`src/rtl/ppmp6_pkg.sv`:
```
// PPM P6 stream parser: shared types, codes and constants.
// Used by ppmp6_parse and ppm_p6_stream_parser_unit; depends on nothing.
package ppmp6_pkg;

    // Default parameter values
    localparam int MAX_TOKEN_LEN_DEF = 15;
    localparam int DIM_BITS_DEF      = 16;

    // Fixed field widths
    localparam int BYTE_W   = 8;
    localparam int SAMPLE_W = 16;
    localparam int IMG_W    = 16;
    localparam int ACC_W    = 17;

    // Number accumulator saturates here (one above the largest legal value)
    localparam logic [ACC_W-1:0] ACC_SAT = 17'd65536;

    // Characters
    localparam logic [BYTE_W-1:0] CH_P     = 8'h50;
    localparam logic [BYTE_W-1:0] CH_6     = 8'h36;
    localparam logic [BYTE_W-1:0] CH_0     = 8'h30;
    localparam logic [BYTE_W-1:0] CH_9     = 8'h39;
    localparam logic [BYTE_W-1:0] CH_HASH  = 8'h23;
    localparam logic [BYTE_W-1:0] CH_SPACE = 8'h20;
    localparam logic [BYTE_W-1:0] CH_TAB   = 8'h09;
    localparam logic [BYTE_W-1:0] CH_LF    = 8'h0a;
    localparam logic [BYTE_W-1:0] CH_VT    = 8'h0b;
    localparam logic [BYTE_W-1:0] CH_FF    = 8'h0c;
    localparam logic [BYTE_W-1:0] CH_CR    = 8'h0d;

    // Result kinds
    localparam logic [1:0] KIND_PIXEL  = 2'd0;
    localparam logic [1:0] KIND_HEADER = 2'd1;
    localparam logic [1:0] KIND_ERROR  = 2'd2;

    // Error codes
    localparam logic [2:0] ERR_NONE      = 3'd0;
    localparam logic [2:0] ERR_BAD_MAGIC = 3'd1;
    localparam logic [2:0] ERR_BAD_NUM   = 3'd2;
    localparam logic [2:0] ERR_TOO_LONG  = 3'd3;
    localparam logic [2:0] ERR_TRUNC     = 3'd4;

    // Token positions in the header
    localparam logic [1:0] TOK_MAGIC  = 2'd0;
    localparam logic [1:0] TOK_WIDTH  = 2'd1;
    localparam logic [1:0] TOK_HEIGHT = 2'd2;
    localparam logic [1:0] TOK_MAXVAL = 2'd3;

    // Color component indexes
    localparam logic [1:0] COMP_RED  = 2'd0;
    localparam logic [1:0] COMP_BLUE = 2'd2;

    typedef enum logic [1:0] {
        PH_HEADER,
        PH_DATA,
        PH_SKIP
    } t_phase;

    typedef struct packed {
        logic [BYTE_W-1:0] data_byte;
        logic              end_of_input;
    } t_in_item;

    typedef struct packed {
        logic [1:0]          result_kind;
        logic [SAMPLE_W-1:0] sample_value;
        logic [1:0]          component;
        logic                last_sample;
        logic [IMG_W-1:0]    image_width;
        logic [IMG_W-1:0]    image_height;
        logic [2:0]          error_code;
    } t_out_item;

    // One parser step: whether a result is produced, and the result
    typedef struct packed {
        logic      has_result;
        t_out_item item;
    } t_step;

    function automatic logic is_delim(input logic [BYTE_W-1:0] c);
        return (c == CH_SPACE) || (c == CH_TAB) || (c == CH_LF) || (c == CH_VT) ||
               (c == CH_FF) || (c == CH_CR) || (c == CH_HASH);
    endfunction

endpackage

```
`src/rtl/ppmp6_parse.sv`:
```
// PPM P6 stream parser: header tokenizer and pixel sample unpacker.
// Holds all parse state and updates it once per accepted byte; depends on ppmp6_pkg.
module ppmp6_parse #(
    parameter int MAX_TOKEN_LEN = ppmp6_pkg::MAX_TOKEN_LEN_DEF,
    parameter int DIM_BITS      = ppmp6_pkg::DIM_BITS_DEF
) (
    input  logic                i_clk,
    input  logic                i_rst_n,
    input  logic                i_fire,
    input  ppmp6_pkg::t_in_item i_item,
    output ppmp6_pkg::t_step    o_step
);

    localparam int LEN_W = $clog2(MAX_TOKEN_LEN + 1);
    localparam int ACC_W = ppmp6_pkg::ACC_W;

    ppmp6_pkg::t_phase r_phase, n_phase;
    logic [1:0]          r_tok_num, n_tok_num;
    logic [LEN_W-1:0]    r_tok_len, n_tok_len;
    logic [ACC_W-1:0]    r_acc, n_acc;
    logic                r_dig_end, n_dig_end;
    logic                r_magic, n_magic;
    logic                r_in_cmt, n_in_cmt;
    logic [DIM_BITS-1:0] r_width, n_width;
    logic [DIM_BITS-1:0] r_height, n_height;
    logic                r_two_byte, n_two_byte;
    logic [7:0]          r_hi_hold, n_hi_hold;
    logic                r_byte_ph, n_byte_ph;
    logic [1:0]          r_comp, n_comp;
    logic [DIM_BITS-1:0] r_col, n_col;
    logic [DIM_BITS-1:0] r_row, n_row;

    logic [7:0]          c;
    logic                digit;
    logic [ACC_W+3:0]    acc_next;
    logic                do_rearm;
    ppmp6_pkg::t_phase rearm_phase;
    logic                last;

    assign c     = i_item.data_byte;
    assign digit = (c >= ppmp6_pkg::CH_0) && (c <= ppmp6_pkg::CH_9);
    // acc*10 + digit, built from shifts
    assign acc_next = {1'b0, r_acc, 3'b000} + {3'b000, r_acc, 1'b0} +
                      {{(ACC_W-4){1'b0}}, c - ppmp6_pkg::CH_0};
    assign last = (r_comp == ppmp6_pkg::COMP_BLUE) &&
                  (r_col == r_width - DIM_BITS'(1)) && (r_row == r_height - DIM_BITS'(1));

    always_comb begin
        n_phase     = r_phase;
        n_tok_num   = r_tok_num;
        n_tok_len   = r_tok_len;
        n_acc       = r_acc;
        n_dig_end   = r_dig_end;
        n_magic     = r_magic;
        n_in_cmt    = r_in_cmt;
        n_width     = r_width;
        n_height    = r_height;
        n_two_byte  = r_two_byte;
        n_hi_hold   = r_hi_hold;
        n_byte_ph   = r_byte_ph;
        n_comp      = r_comp;
        n_col       = r_col;
        n_row       = r_row;
        do_rearm    = 1'b0;
        rearm_phase = ppmp6_pkg::PH_HEADER;
        o_step      = '0;

        if (i_fire) begin
            case (r_phase)
                ppmp6_pkg::PH_HEADER: begin
                    if (i_item.end_of_input) begin
                        o_step.has_result       = 1'b1;
                        o_step.item.result_kind = ppmp6_pkg::KIND_ERROR;
                        o_step.item.error_code  = ppmp6_pkg::ERR_TRUNC;
                        do_rearm                = 1'b1;
                    end else if (r_in_cmt) begin
                        if (c == ppmp6_pkg::CH_LF) begin
                            n_in_cmt = 1'b0;
                        end
                    end else if (ppmp6_pkg::is_delim(c)) begin
                        if (r_tok_len != '0) begin
                            // token ends: check and store it
                            if (r_tok_num == ppmp6_pkg::TOK_MAGIC &&
                                    (!r_magic || r_tok_len != LEN_W'(2))) begin
                                o_step.has_result       = 1'b1;
                                o_step.item.result_kind = ppmp6_pkg::KIND_ERROR;
                                o_step.item.error_code  = ppmp6_pkg::ERR_BAD_MAGIC;
                                do_rearm                = 1'b1;
                                rearm_phase             = ppmp6_pkg::PH_SKIP;
                            end else if (r_tok_num != ppmp6_pkg::TOK_MAGIC && (!r_magic ||
                                    (r_tok_num != ppmp6_pkg::TOK_MAXVAL &&
                                     (|r_acc[ACC_W-1:DIM_BITS])) ||
                                    r_acc[ACC_W-1])) begin
                                o_step.has_result       = 1'b1;
                                o_step.item.result_kind = ppmp6_pkg::KIND_ERROR;
                                o_step.item.error_code  = ppmp6_pkg::ERR_BAD_NUM;
                                do_rearm                = 1'b1;
                                rearm_phase             = ppmp6_pkg::PH_SKIP;
                            end else if (r_tok_num == ppmp6_pkg::TOK_MAXVAL) begin
                                n_two_byte               = |r_acc[ACC_W-2:8];
                                o_step.has_result        = 1'b1;
                                o_step.item.result_kind  = ppmp6_pkg::KIND_HEADER;
                                o_step.item.image_width  = ppmp6_pkg::IMG_W'(r_width);
                                o_step.item.image_height = ppmp6_pkg::IMG_W'(r_height);
                                do_rearm                 = 1'b1;
                                rearm_phase = (r_width == '0 || r_height == '0) ?
                                              ppmp6_pkg::PH_SKIP : ppmp6_pkg::PH_DATA;
                            end else begin
                                if (r_tok_num == ppmp6_pkg::TOK_WIDTH) begin
                                    n_width = r_acc[DIM_BITS-1:0];
                                end
                                if (r_tok_num == ppmp6_pkg::TOK_HEIGHT) begin
                                    n_height = r_acc[DIM_BITS-1:0];
                                end
                                n_tok_num = r_tok_num + 2'd1;
                                n_tok_len = '0;
                                n_acc     = '0;
                                n_dig_end = 1'b0;
                                n_magic   = 1'b1;
                                n_in_cmt  = (c == ppmp6_pkg::CH_HASH);
                            end
                        end else if (c == ppmp6_pkg::CH_HASH) begin
                            n_in_cmt = 1'b1;
                        end
                    end else if (r_tok_len == LEN_W'(MAX_TOKEN_LEN)) begin
                        o_step.has_result       = 1'b1;
                        o_step.item.result_kind = ppmp6_pkg::KIND_ERROR;
                        o_step.item.error_code  = ppmp6_pkg::ERR_TOO_LONG;
                        do_rearm                = 1'b1;
                        rearm_phase             = ppmp6_pkg::PH_SKIP;
                    end else begin
                        if (r_tok_num == ppmp6_pkg::TOK_MAGIC) begin
                            if ((r_tok_len == LEN_W'(0) && c != ppmp6_pkg::CH_P) ||
                                (r_tok_len == LEN_W'(1) && c != ppmp6_pkg::CH_6) ||
                                (r_tok_len >= LEN_W'(2))) begin
                                n_magic = 1'b0;
                            end
                        end else if (r_tok_len == '0 && !digit) begin
                            n_magic   = 1'b0;
                            n_dig_end = 1'b1;
                        end else if (!r_dig_end) begin
                            if (!digit) begin
                                n_dig_end = 1'b1;
                            end else begin
                                n_acc = (acc_next > (ACC_W+4)'(ppmp6_pkg::ACC_SAT)) ?
                                        ppmp6_pkg::ACC_SAT : acc_next[ACC_W-1:0];
                            end
                        end
                        n_tok_len = r_tok_len + LEN_W'(1);
                    end
                end
                ppmp6_pkg::PH_DATA: begin
                    if (i_item.end_of_input) begin
                        o_step.has_result       = 1'b1;
                        o_step.item.result_kind = ppmp6_pkg::KIND_ERROR;
                        o_step.item.error_code  = ppmp6_pkg::ERR_TRUNC;
                        do_rearm                = 1'b1;
                    end else if (r_two_byte && !r_byte_ph) begin
                        // hold the high byte until the low byte arrives
                        n_hi_hold = c;
                        n_byte_ph = 1'b1;
                    end else begin
                        n_byte_ph                = 1'b0;
                        o_step.has_result        = 1'b1;
                        o_step.item.result_kind  = ppmp6_pkg::KIND_PIXEL;
                        o_step.item.sample_value = r_two_byte ? {r_hi_hold, c} : {c, c};
                        o_step.item.component    = r_comp;
                        o_step.item.last_sample  = last;
                        if (r_comp == ppmp6_pkg::COMP_BLUE) begin
                            n_comp = ppmp6_pkg::COMP_RED;
                            if (r_col == r_width - DIM_BITS'(1)) begin
                                n_col = '0;
                                n_row = r_row + DIM_BITS'(1);
                            end else begin
                                n_col = r_col + DIM_BITS'(1);
                            end
                        end else begin
                            n_comp = r_comp + 2'd1;
                        end
                        if (last) begin
                            do_rearm    = 1'b1;
                            rearm_phase = ppmp6_pkg::PH_SKIP;
                        end
                    end
                end
                default: begin
                    // skip phase: drop bytes until end of input
                    if (i_item.end_of_input) begin
                        do_rearm = 1'b1;
                    end
                end
            endcase
        end

        if (do_rearm) begin
            n_phase   = rearm_phase;
            n_tok_num = ppmp6_pkg::TOK_MAGIC;
            n_in_cmt  = 1'b0;
            n_tok_len = '0;
            n_acc     = '0;
            n_dig_end = 1'b0;
            n_magic   = 1'b1;
            n_byte_ph = 1'b0;
            n_hi_hold = '0;
            n_comp    = ppmp6_pkg::COMP_RED;
            n_col     = '0;
            n_row     = '0;
        end
    end

    always_ff @(posedge i_clk) begin
        if (!i_rst_n) begin
            r_phase    <= ppmp6_pkg::PH_HEADER;
            r_tok_num  <= ppmp6_pkg::TOK_MAGIC;
            r_tok_len  <= '0;
            r_acc      <= '0;
            r_dig_end  <= 1'b0;
            r_magic    <= 1'b1;
            r_in_cmt   <= 1'b0;
            r_width    <= '0;
            r_height   <= '0;
            r_two_byte <= 1'b0;
            r_hi_hold  <= '0;
            r_byte_ph  <= 1'b0;
            r_comp     <= ppmp6_pkg::COMP_RED;
            r_col      <= '0;
            r_row      <= '0;
        end else begin
            r_phase    <= n_phase;
            r_tok_num  <= n_tok_num;
            r_tok_len  <= n_tok_len;
            r_acc      <= n_acc;
            r_dig_end  <= n_dig_end;
            r_magic    <= n_magic;
            r_in_cmt   <= n_in_cmt;
            r_width    <= n_width;
            r_height   <= n_height;
            r_two_byte <= n_two_byte;
            r_hi_hold  <= n_hi_hold;
            r_byte_ph  <= n_byte_ph;
            r_comp     <= n_comp;
            r_col      <= n_col;
            r_row      <= n_row;
        end
    end

    a_hdr_leaves_header: assert property (@(posedge i_clk) disable iff (!i_rst_n)
        o_step.has_result && o_step.item.result_kind == ppmp6_pkg::KIND_HEADER
        |=> r_phase != ppmp6_pkg::PH_HEADER)
        else $error("header result did not leave the header phase");

    a_err_has_code: assert property (@(posedge i_clk) disable iff (!i_rst_n)
        o_step.has_result && o_step.item.result_kind == ppmp6_pkg::KIND_ERROR
        |-> o_step.item.error_code != ppmp6_pkg::ERR_NONE)
        else $error("error result without an error code");

    a_byte_phase_two_byte: assert property (@(posedge i_clk) disable iff (!i_rst_n)
        r_byte_ph |-> r_two_byte && r_phase == ppmp6_pkg::PH_DATA)
        else $error("high byte held outside two-byte pixel data");

    a_token_len_bound: assert property (@(posedge i_clk) disable iff (!i_rst_n)
        r_tok_len <= LEN_W'(MAX_TOKEN_LEN))
        else $error("token length passed its limit");

    a_last_rearms: assert property (@(posedge i_clk) disable iff (!i_rst_n)
        o_step.has_result && o_step.item.result_kind == ppmp6_pkg::KIND_PIXEL &&
        o_step.item.last_sample |=> r_phase == ppmp6_pkg::PH_SKIP && r_comp == '0)
        else $error("last sample did not end the image");

endmodule

```
`src/rtl/ppm_p6_stream_parser_unit.sv`:
```
// PPM P6 stream parser top level: byte input channel, result output register.
// Instantiates ppmp6_parse; depends on ppmp6_pkg.

// Takes a PPM P6 file one byte per transaction, then an end-of-input
// transaction, and gives a header result (width, height), then R,G,B 16-bit
// samples with the last one marked, or an error result. The block accepts one
// byte every cycle: each byte updates the parse state in the cycle it is
// accepted and any result appears in the output register in the next cycle.
// The input is ready whenever the output register is empty or being taken in
// the same cycle, so a stalled output stops input only while a result waits.
module ppm_p6_stream_parser_unit #(
    parameter int MAX_TOKEN_LEN = ppmp6_pkg::MAX_TOKEN_LEN_DEF,
    parameter int DIM_BITS      = ppmp6_pkg::DIM_BITS_DEF
) (
    input  logic                 i_clk,
    input  logic                 i_rst_n,
    input  logic                 i_in_valid,
    output logic                 o_in_ready,
    input  ppmp6_pkg::t_in_item  i_in_data,
    output logic                 o_out_valid,
    input  logic                 i_out_ready,
    output ppmp6_pkg::t_out_item o_out_data
);

    logic                 fire;
    ppmp6_pkg::t_step     step;
    logic                 r_out_valid;
    ppmp6_pkg::t_out_item r_out_data;

    assign o_in_ready = !r_out_valid || i_out_ready;
    assign fire       = i_in_valid && o_in_ready;

    ppmp6_parse #(
        .MAX_TOKEN_LEN (MAX_TOKEN_LEN),
        .DIM_BITS      (DIM_BITS)
    ) u_parse (
        .i_clk   (i_clk),
        .i_rst_n (i_rst_n),
        .i_fire  (fire),
        .i_item  (i_in_data),
        .o_step  (step)
    );

    always_ff @(posedge i_clk) begin
        if (!i_rst_n) begin
            r_out_valid <= 1'b0;
        end else if (fire) begin
            r_out_valid <= step.has_result;
        end else if (i_out_ready) begin
            r_out_valid <= 1'b0;
        end
    end

    // payload: load on a new result, hold otherwise
    always_ff @(posedge i_clk) begin
        if (fire && step.has_result) begin
            r_out_data <= step.item;
        end
    end

    assign o_out_valid = r_out_valid;
    assign o_out_data  = r_out_data;

    a_no_result_lost: assert property (@(posedge i_clk) disable iff (!i_rst_n)
        r_out_valid && !i_out_ready |-> !fire)
        else $error("byte accepted while a result waits");

    a_result_follows_step: assert property (@(posedge i_clk) disable iff (!i_rst_n)
        fire && step.has_result |=> r_out_valid)
        else $error("result of an accepted byte not registered");

    a_idle_step_silent: assert property (@(posedge i_clk) disable iff (!i_rst_n)
        !fire |-> !step.has_result)
        else $error("result produced without an accepted byte");

endmodule
```
`config.mk`:
```
export PLATFORM = sky130hd
export DESIGN_NAME = ppm_p6_stream_parser_unit
export DESIGN_NICKNAME = d
export VERILOG_FILES = /design/src/rtl/ppmp6_pkg.sv /design/src/rtl/ppmp6_parse.sv /design/src/rtl/ppm_p6_stream_parser_unit.sv
export SDC_FILE = /design/constraint.sdc
export NUM_CORES = 1
export LEC_CHECK = 0
export BUFFER_PORTS_ARGS = -buffer_cell sky130_fd_sc_hd__buf_2
export CELL_PAD_IN_SITES_DETAIL_PLACEMENT = 0
export CELL_PAD_IN_SITES_GLOBAL_PLACEMENT = 1
export CORE_ASPECT_RATIO = 1.4
export CORE_MARGIN = 3
export CORE_UTILIZATION = 45
export CTS_BUF_LIST = sky130_fd_sc_hd__clkbuf_4
export DETAILED_ROUTE_END_ITERATION = 8
export PLACE_DENSITY = 0.85
export SLEW_MARGIN = 20
export SYNTH_ARGS = -nofsm -noshare
export SYNTH_HDL_FRONTEND = slang
export SYNTH_SLANG_ARGS = --single-unit
export TNS_END_PERCENT = 100
```
`constraint.sdc`:
```
create_clock -name i_clk -period 12.7 [get_ports i_clk]
set_input_delay 0.635 -clock i_clk [delete_from_list [all_inputs] [get_ports i_clk]]
set_output_delay 0.635 -clock i_clk [all_outputs]
set_load 0.02 [all_outputs]
```
# == After elaboration in Yosys (flattened, before gate mapping) ==
# Cells that the tools add are included.
# classes
add_sub_neg,10
multipliers,0
div,0
order_cmp,4
eq_ne,29
shifts,0
mux,107
bitwise_logic,12
reduce_logical,57
# op_table
operator,n
32-bit 2-to-1 mux,6
17-bit 2-to-1 mux,11
35-bit 2-to-1 mux,2
57-bit 2-to-1 mux,1
1-bit 2-to-1 mux,43
8-bit by 4-bit equality test with 1-bit output (second input constant),5
3-bit 2-to-1 mux,13
19-bit 2-to-1 mux,2
16-bit by 1-bit adder with 16-bit output (second input constant),2
16-bit equality test,2
16-bit zero test,2
16-bit 2-to-1 mux,2
2-bit 2-to-1 mux,16
16-bit by 1-bit subtractor with 16-bit output (second input constant),2
10-bit AND reduction,3
9-bit AND reduction,3
4-bit 2-to-1 mux,6
22-bit 2-to-1 mux,1
20-bit by 18-bit adder with 21-bit output,1
21-bit by 8-bit adder with 21-bit output,1
21-bit by 17-bit greater-than comparator with 1-bit output (second input constant),1
8-bit by 6-bit equality test with 1-bit output (second input constant),2
1-bit logical OR,13
13-bit AND reduction,1
36 further kinds,78
# word_totals
register_bits,161
latch_bits,0
ram_bits,0
romBits,0
in_bits,13
output_inout_bits,58
wordCells,242
memories,0

# == Longest topological paths before layout ==
# depth
ltp_word,14
ltp_mapped,16
depth_no_buf,14

# == Hierarchy ==
# From an unflattened synthesis, not the netlist that was laid out.
# hier_totals
cells_unflattened,1047
hier_area_um2,9442.8
# by_module_without_submodules
mod,instances,cells_per_inst,area_per_inst_um2,seq_area_each_um2
ppmp6_parse,1,985,7689.9,2082.0
ppm_p6_stream_parser_unit,1,62,1752.9,1701.6

# == Least setup slack after synthesis ==
# No wires, ideal clock.
# synth_timing
kind,input-to-reg
from,in i_in_data[7] (netlist name)
to,reg u_parse.r_acc[2]
setup_ps,70
t_arrival_ps,4419
t_required_ps,12630
slack_ps,8211
path_stages,16
path_buffers,3
cell_sequence,clkbuf_1 -> a21oi_1 -> xnor2_1 -> fa_1 -> inv_1 -> ha_1 -> clkbuf_1 -> o211ai_1 -> a21oi_1 -> o2bb2ai_1 -> o22ai_1 -> a2111o_1 -> a2111oi_0 -> o211ai_1 -> clkbuf_1 -> o2bb2ai_1
# synth_between
elab_chain_len,13
elab_cells_between_ends,44
# synth_rtl
item,line,source
from (decl),ppm_p6_stream_parser_unit.sv:19,"input ppmp6_pkg::t_in_item i_in_data,"
"parallel branches: the longest is 13 deep, another holds 21-bit by 8-bit adder with 21-bit output",n/a,
to (signal assigned),ppmp6_parse.sv:232,r_acc <= n_acc;
to (decl),ppmp6_parse.sv:20,"logic [ACC_W-1:0] r_acc, n_acc;"
# Parallel ways; which one is timed is not known. The select of a mux whose other input is x is not followed.
# A chain may end at the register's enable or synchronous reset.

# == Final worst setup path ==
# layout_timing
from,reg u_parse.r_acc[6]
to,reg u_parse.r_acc[9]
# layout_between
elab_chain_len,10
# layout_rtl
item,line,source
20-bit by 18-bit adder with 21-bit output *,ppmp6_parse.sv:43,"assign acc_next = {1'b0, r_acc, 3'b000} + {3'b000, r_acc, 1'b0} +"
21-bit by 8-bit adder with 21-bit output *,ppmp6_parse.sv:43,
21-bit by 17-bit greater-than comparator with 1-bit output,ppmp6_parse.sv:145,n_acc = (acc_next > (ACC_W+4)'(ppmp6_pkg::ACC_SAT)) ?
17-bit 2-to-1 mux *,ppmp6_parse.sv:145,
17-bit 2-to-1 mux *,ppmp6_parse.sv:142,if (!digit) begin
17-bit 2-to-1 mux *,ppmp6_parse.sv:141,end else if (!r_dig_end) begin
17-bit 2-to-1 mux *,ppmp6_parse.sv:138,end else if (r_tok_len == '0 && !digit) begin
17-bit 2-to-1 mux *,ppmp6_parse.sv:132,if (r_tok_num == ppmp6_pkg::TOK_MAGIC) begin
17-bit 2-to-1 mux *,ppmp6_parse.sv:125,end else if (r_tok_len == LEN_W'(MAX_TOKEN_LEN)) begin
17-bit 2-to-1 mux *,ppmp6_parse.sv:80,end else if (ppmp6_pkg::is_delim(c)) begin
# Mark *: on every way between the ends. The rest lies on a longest branch, timed or not. The select of a mux whose other input is x is not followed.

==> results.yml <==
die:
  die_height_um: 175.8
  core_region_area_um2: 20070
  ios: 71
  die_x_um: 127.3
  num_rows: 61
  die_area_um2: 22370
  start_util_pct: 46.14
logic_synthesis:
  yosys.area.top_type_share_pct: 22.69
  synth_edf_count: 56
  ys_seq_area_share_pct: 40.85
  yosysWarnings: 0
  yosysMostFrequentCell: "nand2_1"
  synth_area_leader_cell: "dfxtp_1"
  synth_seq_cells: 161
  synth_area_um2: 9263
  ys_top_cells_by_count: "nand2_1 (113), dfxtp_1 (105), nor2_1 (88)"
  synthCells: 1044
  yosys-top-cells-area: "dfxtp_1 (23%), edfxtp_1 (18%), ha_1 (6.3%)"
  synth_nets: 1110
  avgSynthCellArea_um2: 8.872
  synth-async-reset-ratio_pct: 0
  synth_cell_types: 65
  ys.flop_type: "dfxtp_1"
cts:
  clk_latency_ps: 610
  cts_tree: "built"
  cts_setup_buffers: 0
  clk_pin_slew_ps: 180
  postCtsHoldBufs: 0
  root_buffer: "clkbuf_4"
  post_cts_resized: 0
  cts_inserted_buffers: 17
  cts.sinks: 161
  cts_buffer_depth: 2
  htreeDepth: 4
placement:
  dpl_cell_area_um2: 9756
  hpwlAfterDp_mm: 17.01
  port_buffers: 70
  gp_congestion: 0.8573
routing:
  vias: 7668
  antenna_left: 0
  drt_iter0_markers: 454
  wl_per_cell_um: 16.89
  first_pass_iters: 6
  via_per_inst: 5.672
  wirelength_mm: 22.83
  drc_errors: 0
worst_setup_path:
  cp.required_ps: 13220
  crit_path_start: "u_parse.r_acc[6]"
  cp-end-kind: "flip-flop"
  start_kind: "flip-flop"
  cp_max_fo: 12
  r2r_end: "u_parse.r_acc[9]"
  rr_worst_depth: 12
  cp.arrival_ps: 5050
  r2r_slack_ps: 8170
  crit_type: "flip-flop to flip-flop"
  reg2reg_from: "u_parse.r_acc[6]"
global_route:
  grt_antenna_before_repair: 1
  grt_pass1_wl_mm: 37.54
  grt_usage_pct: 20.63
  grt_max_degree: 37
  grt_overflow: 0
  grt_pass1_vias: 7395
final_layout:
  design_area_um2: 10080
  drive_above_1_share_pct: 10.56
  nets: 1152
  nFillCells: 1943
  area_delta_synth_final_pct: 8.834
flow_run:
  maxCapViolCount: 0
power:
  cellLeakagePower_nw: 3.789
  power_density_nw_per_um2: 91.33
  peakVddDrop_mv: 0.04588
timing:
  skew_ps: 32.65
  fmax_mhz: 220.6
  relSlewSlack_pct: 30.27
  period_needed_ps: 4534
  period_share_pct: 35.70
  setup_viol: 0
  tightest_slew_ps: 1044
  setup_tns_ps: 0
  hold_violations: 0
  drv_slew: 0
  rsz0062_at_grt: "false"
outcome:
  status: "finished, final reports clean"
hold_path:
  hp-start: "i_in_data[6]"
  holdCritPathClass: "input port to flip-flop"
  holdPathStages: 3
  whs_endpoint: "u_parse.r_hi_hold[5]"
cell type report:
cell class	instances	area [µm²]	share of cell area (%)
repair buffers	73	372.9	3.699
clock buffers	17	127.6	1.266
multi-input cells	778	5086	50.45
well taps	252	315.3	3.128
clock inverters	15	186.4	1.849
diodes	1	2.502	0.02482
flip-flops and latches	161	3784	37.53
inverters	55	206.4	2.048
stage by stage:
step           util [%]  std cells  hold slack (ps)  total power [W]  setup slack, ps
2_1_floorplan         -       1044            432.8        0.0005921             8211
3_3_place_gp      48.60       1319            443.6        0.0006111             7699
3_5_place_dp      48.60       1319            456.7        0.0006118             7612
4_1_cts           50.17       1351            300.4        0.0009298             8134
5_1_grt           50.22       1352            353.0        0.0009556             7603
6_report          50.22       1352            336.8        0.0009207             8166
critical path, cell delays in order (launching register included):
cell and delay, ps:
dfxtp_1 510, inv_1 100, fa_1 490, inv_1 40, ha_1 390, o211ai_1 330, a21oi_1 120, o2bb2ai_1 410
o22ai_1 140, a2111o_1 420, a2111oi_0 680, o211ai_1 550, o2bb2ai_1 260
worst max path at each step:
stage / slack, ps / depth (start not counted) / endpoint
final: 8170 / 12 / u_parse.r_acc[9]
after global routing: 7600 / 12 / u_parse.r_acc[9]
after CTS: 8130 / 12 / u_parse.r_acc[9]
after detailed placement: 7610 / 14 / u_parse.r_acc[4]
after global placement: 7700 / 14 / u_parse.r_acc[4]
after floorplan: 8210 / 16 / u_parse.r_acc[2]
logic make-up (layout without fill, tap and decap cells):
family	count (synthesis)	count (layout)	share of synthesized area, %
AO/OA/AOI/OAI	211	211	15.14
XOR/XNOR	67	67	6.335
adder cells (fa/ha/maj)	53	53	7.646
buffers and inverters	105	160	4.390
flip-flops	161	161	40.85
multiplexers	23	23	2.485
other	0	1	0
AND/OR/NAND/NOR	424	424	23.15
sequential cells by signal, summed over array words and instances, names as in the netlist:
name	flops
o_out_data	56
o_out_valid	1
u_parse.r_acc	17
u_parse.r_byte_ph	1
u_parse.r_col	16
u_parse.r_comp	2
u_parse.r_dig_end	1
u_parse.r_height	16
u_parse.r_hi_hold	8
u_parse.r_in_cmt	1
u_parse.r_magic	1
u_parse.r_phase	2
u_parse.r_row	16
u_parse.r_tok_len	4
u_parse.r_tok_num	2
u_parse.r_two_byte	1
u_parse.r_width	16
per-layer routing:
metal	GRT usage, %	vias up	wire [µm]
met5	0	-	0
met4	7.648	0	566
met3	2.860	42	659
met2	36.64	167	11700
met1	25.28	3618	9908
li1	-	3841	-
layout by cell type, fill, tap and decap left out, types with 12 or more instances in the layout:
master and count:
xnor2_1 33, xor2_1 34, dfxtp_1 105, o2bb2ai_1 14
or3_1 16, buf_2 70, nand3_1 31, ha_1 47
o31ai_1 12, or4_1 13, and2_1 48, edfxtp_1 56
a21oi_1 79, nor3_1 28, nor4_1 20, inv_1 53
nand2_1 113, clkbuf_4 17, o21ai_0 19, mux2i_1 23
nand4_1 20, nor2_1 88
report_power, final:
part | internal [W] | switching (W)
registers | 0.000541 | 0.00000223
clock network | 0.0000951 | 0.000225
logic | 0.0000159 | 0.0000413
total | 0.000652 | 0.000269
Power figures use the tool's default switching activity.
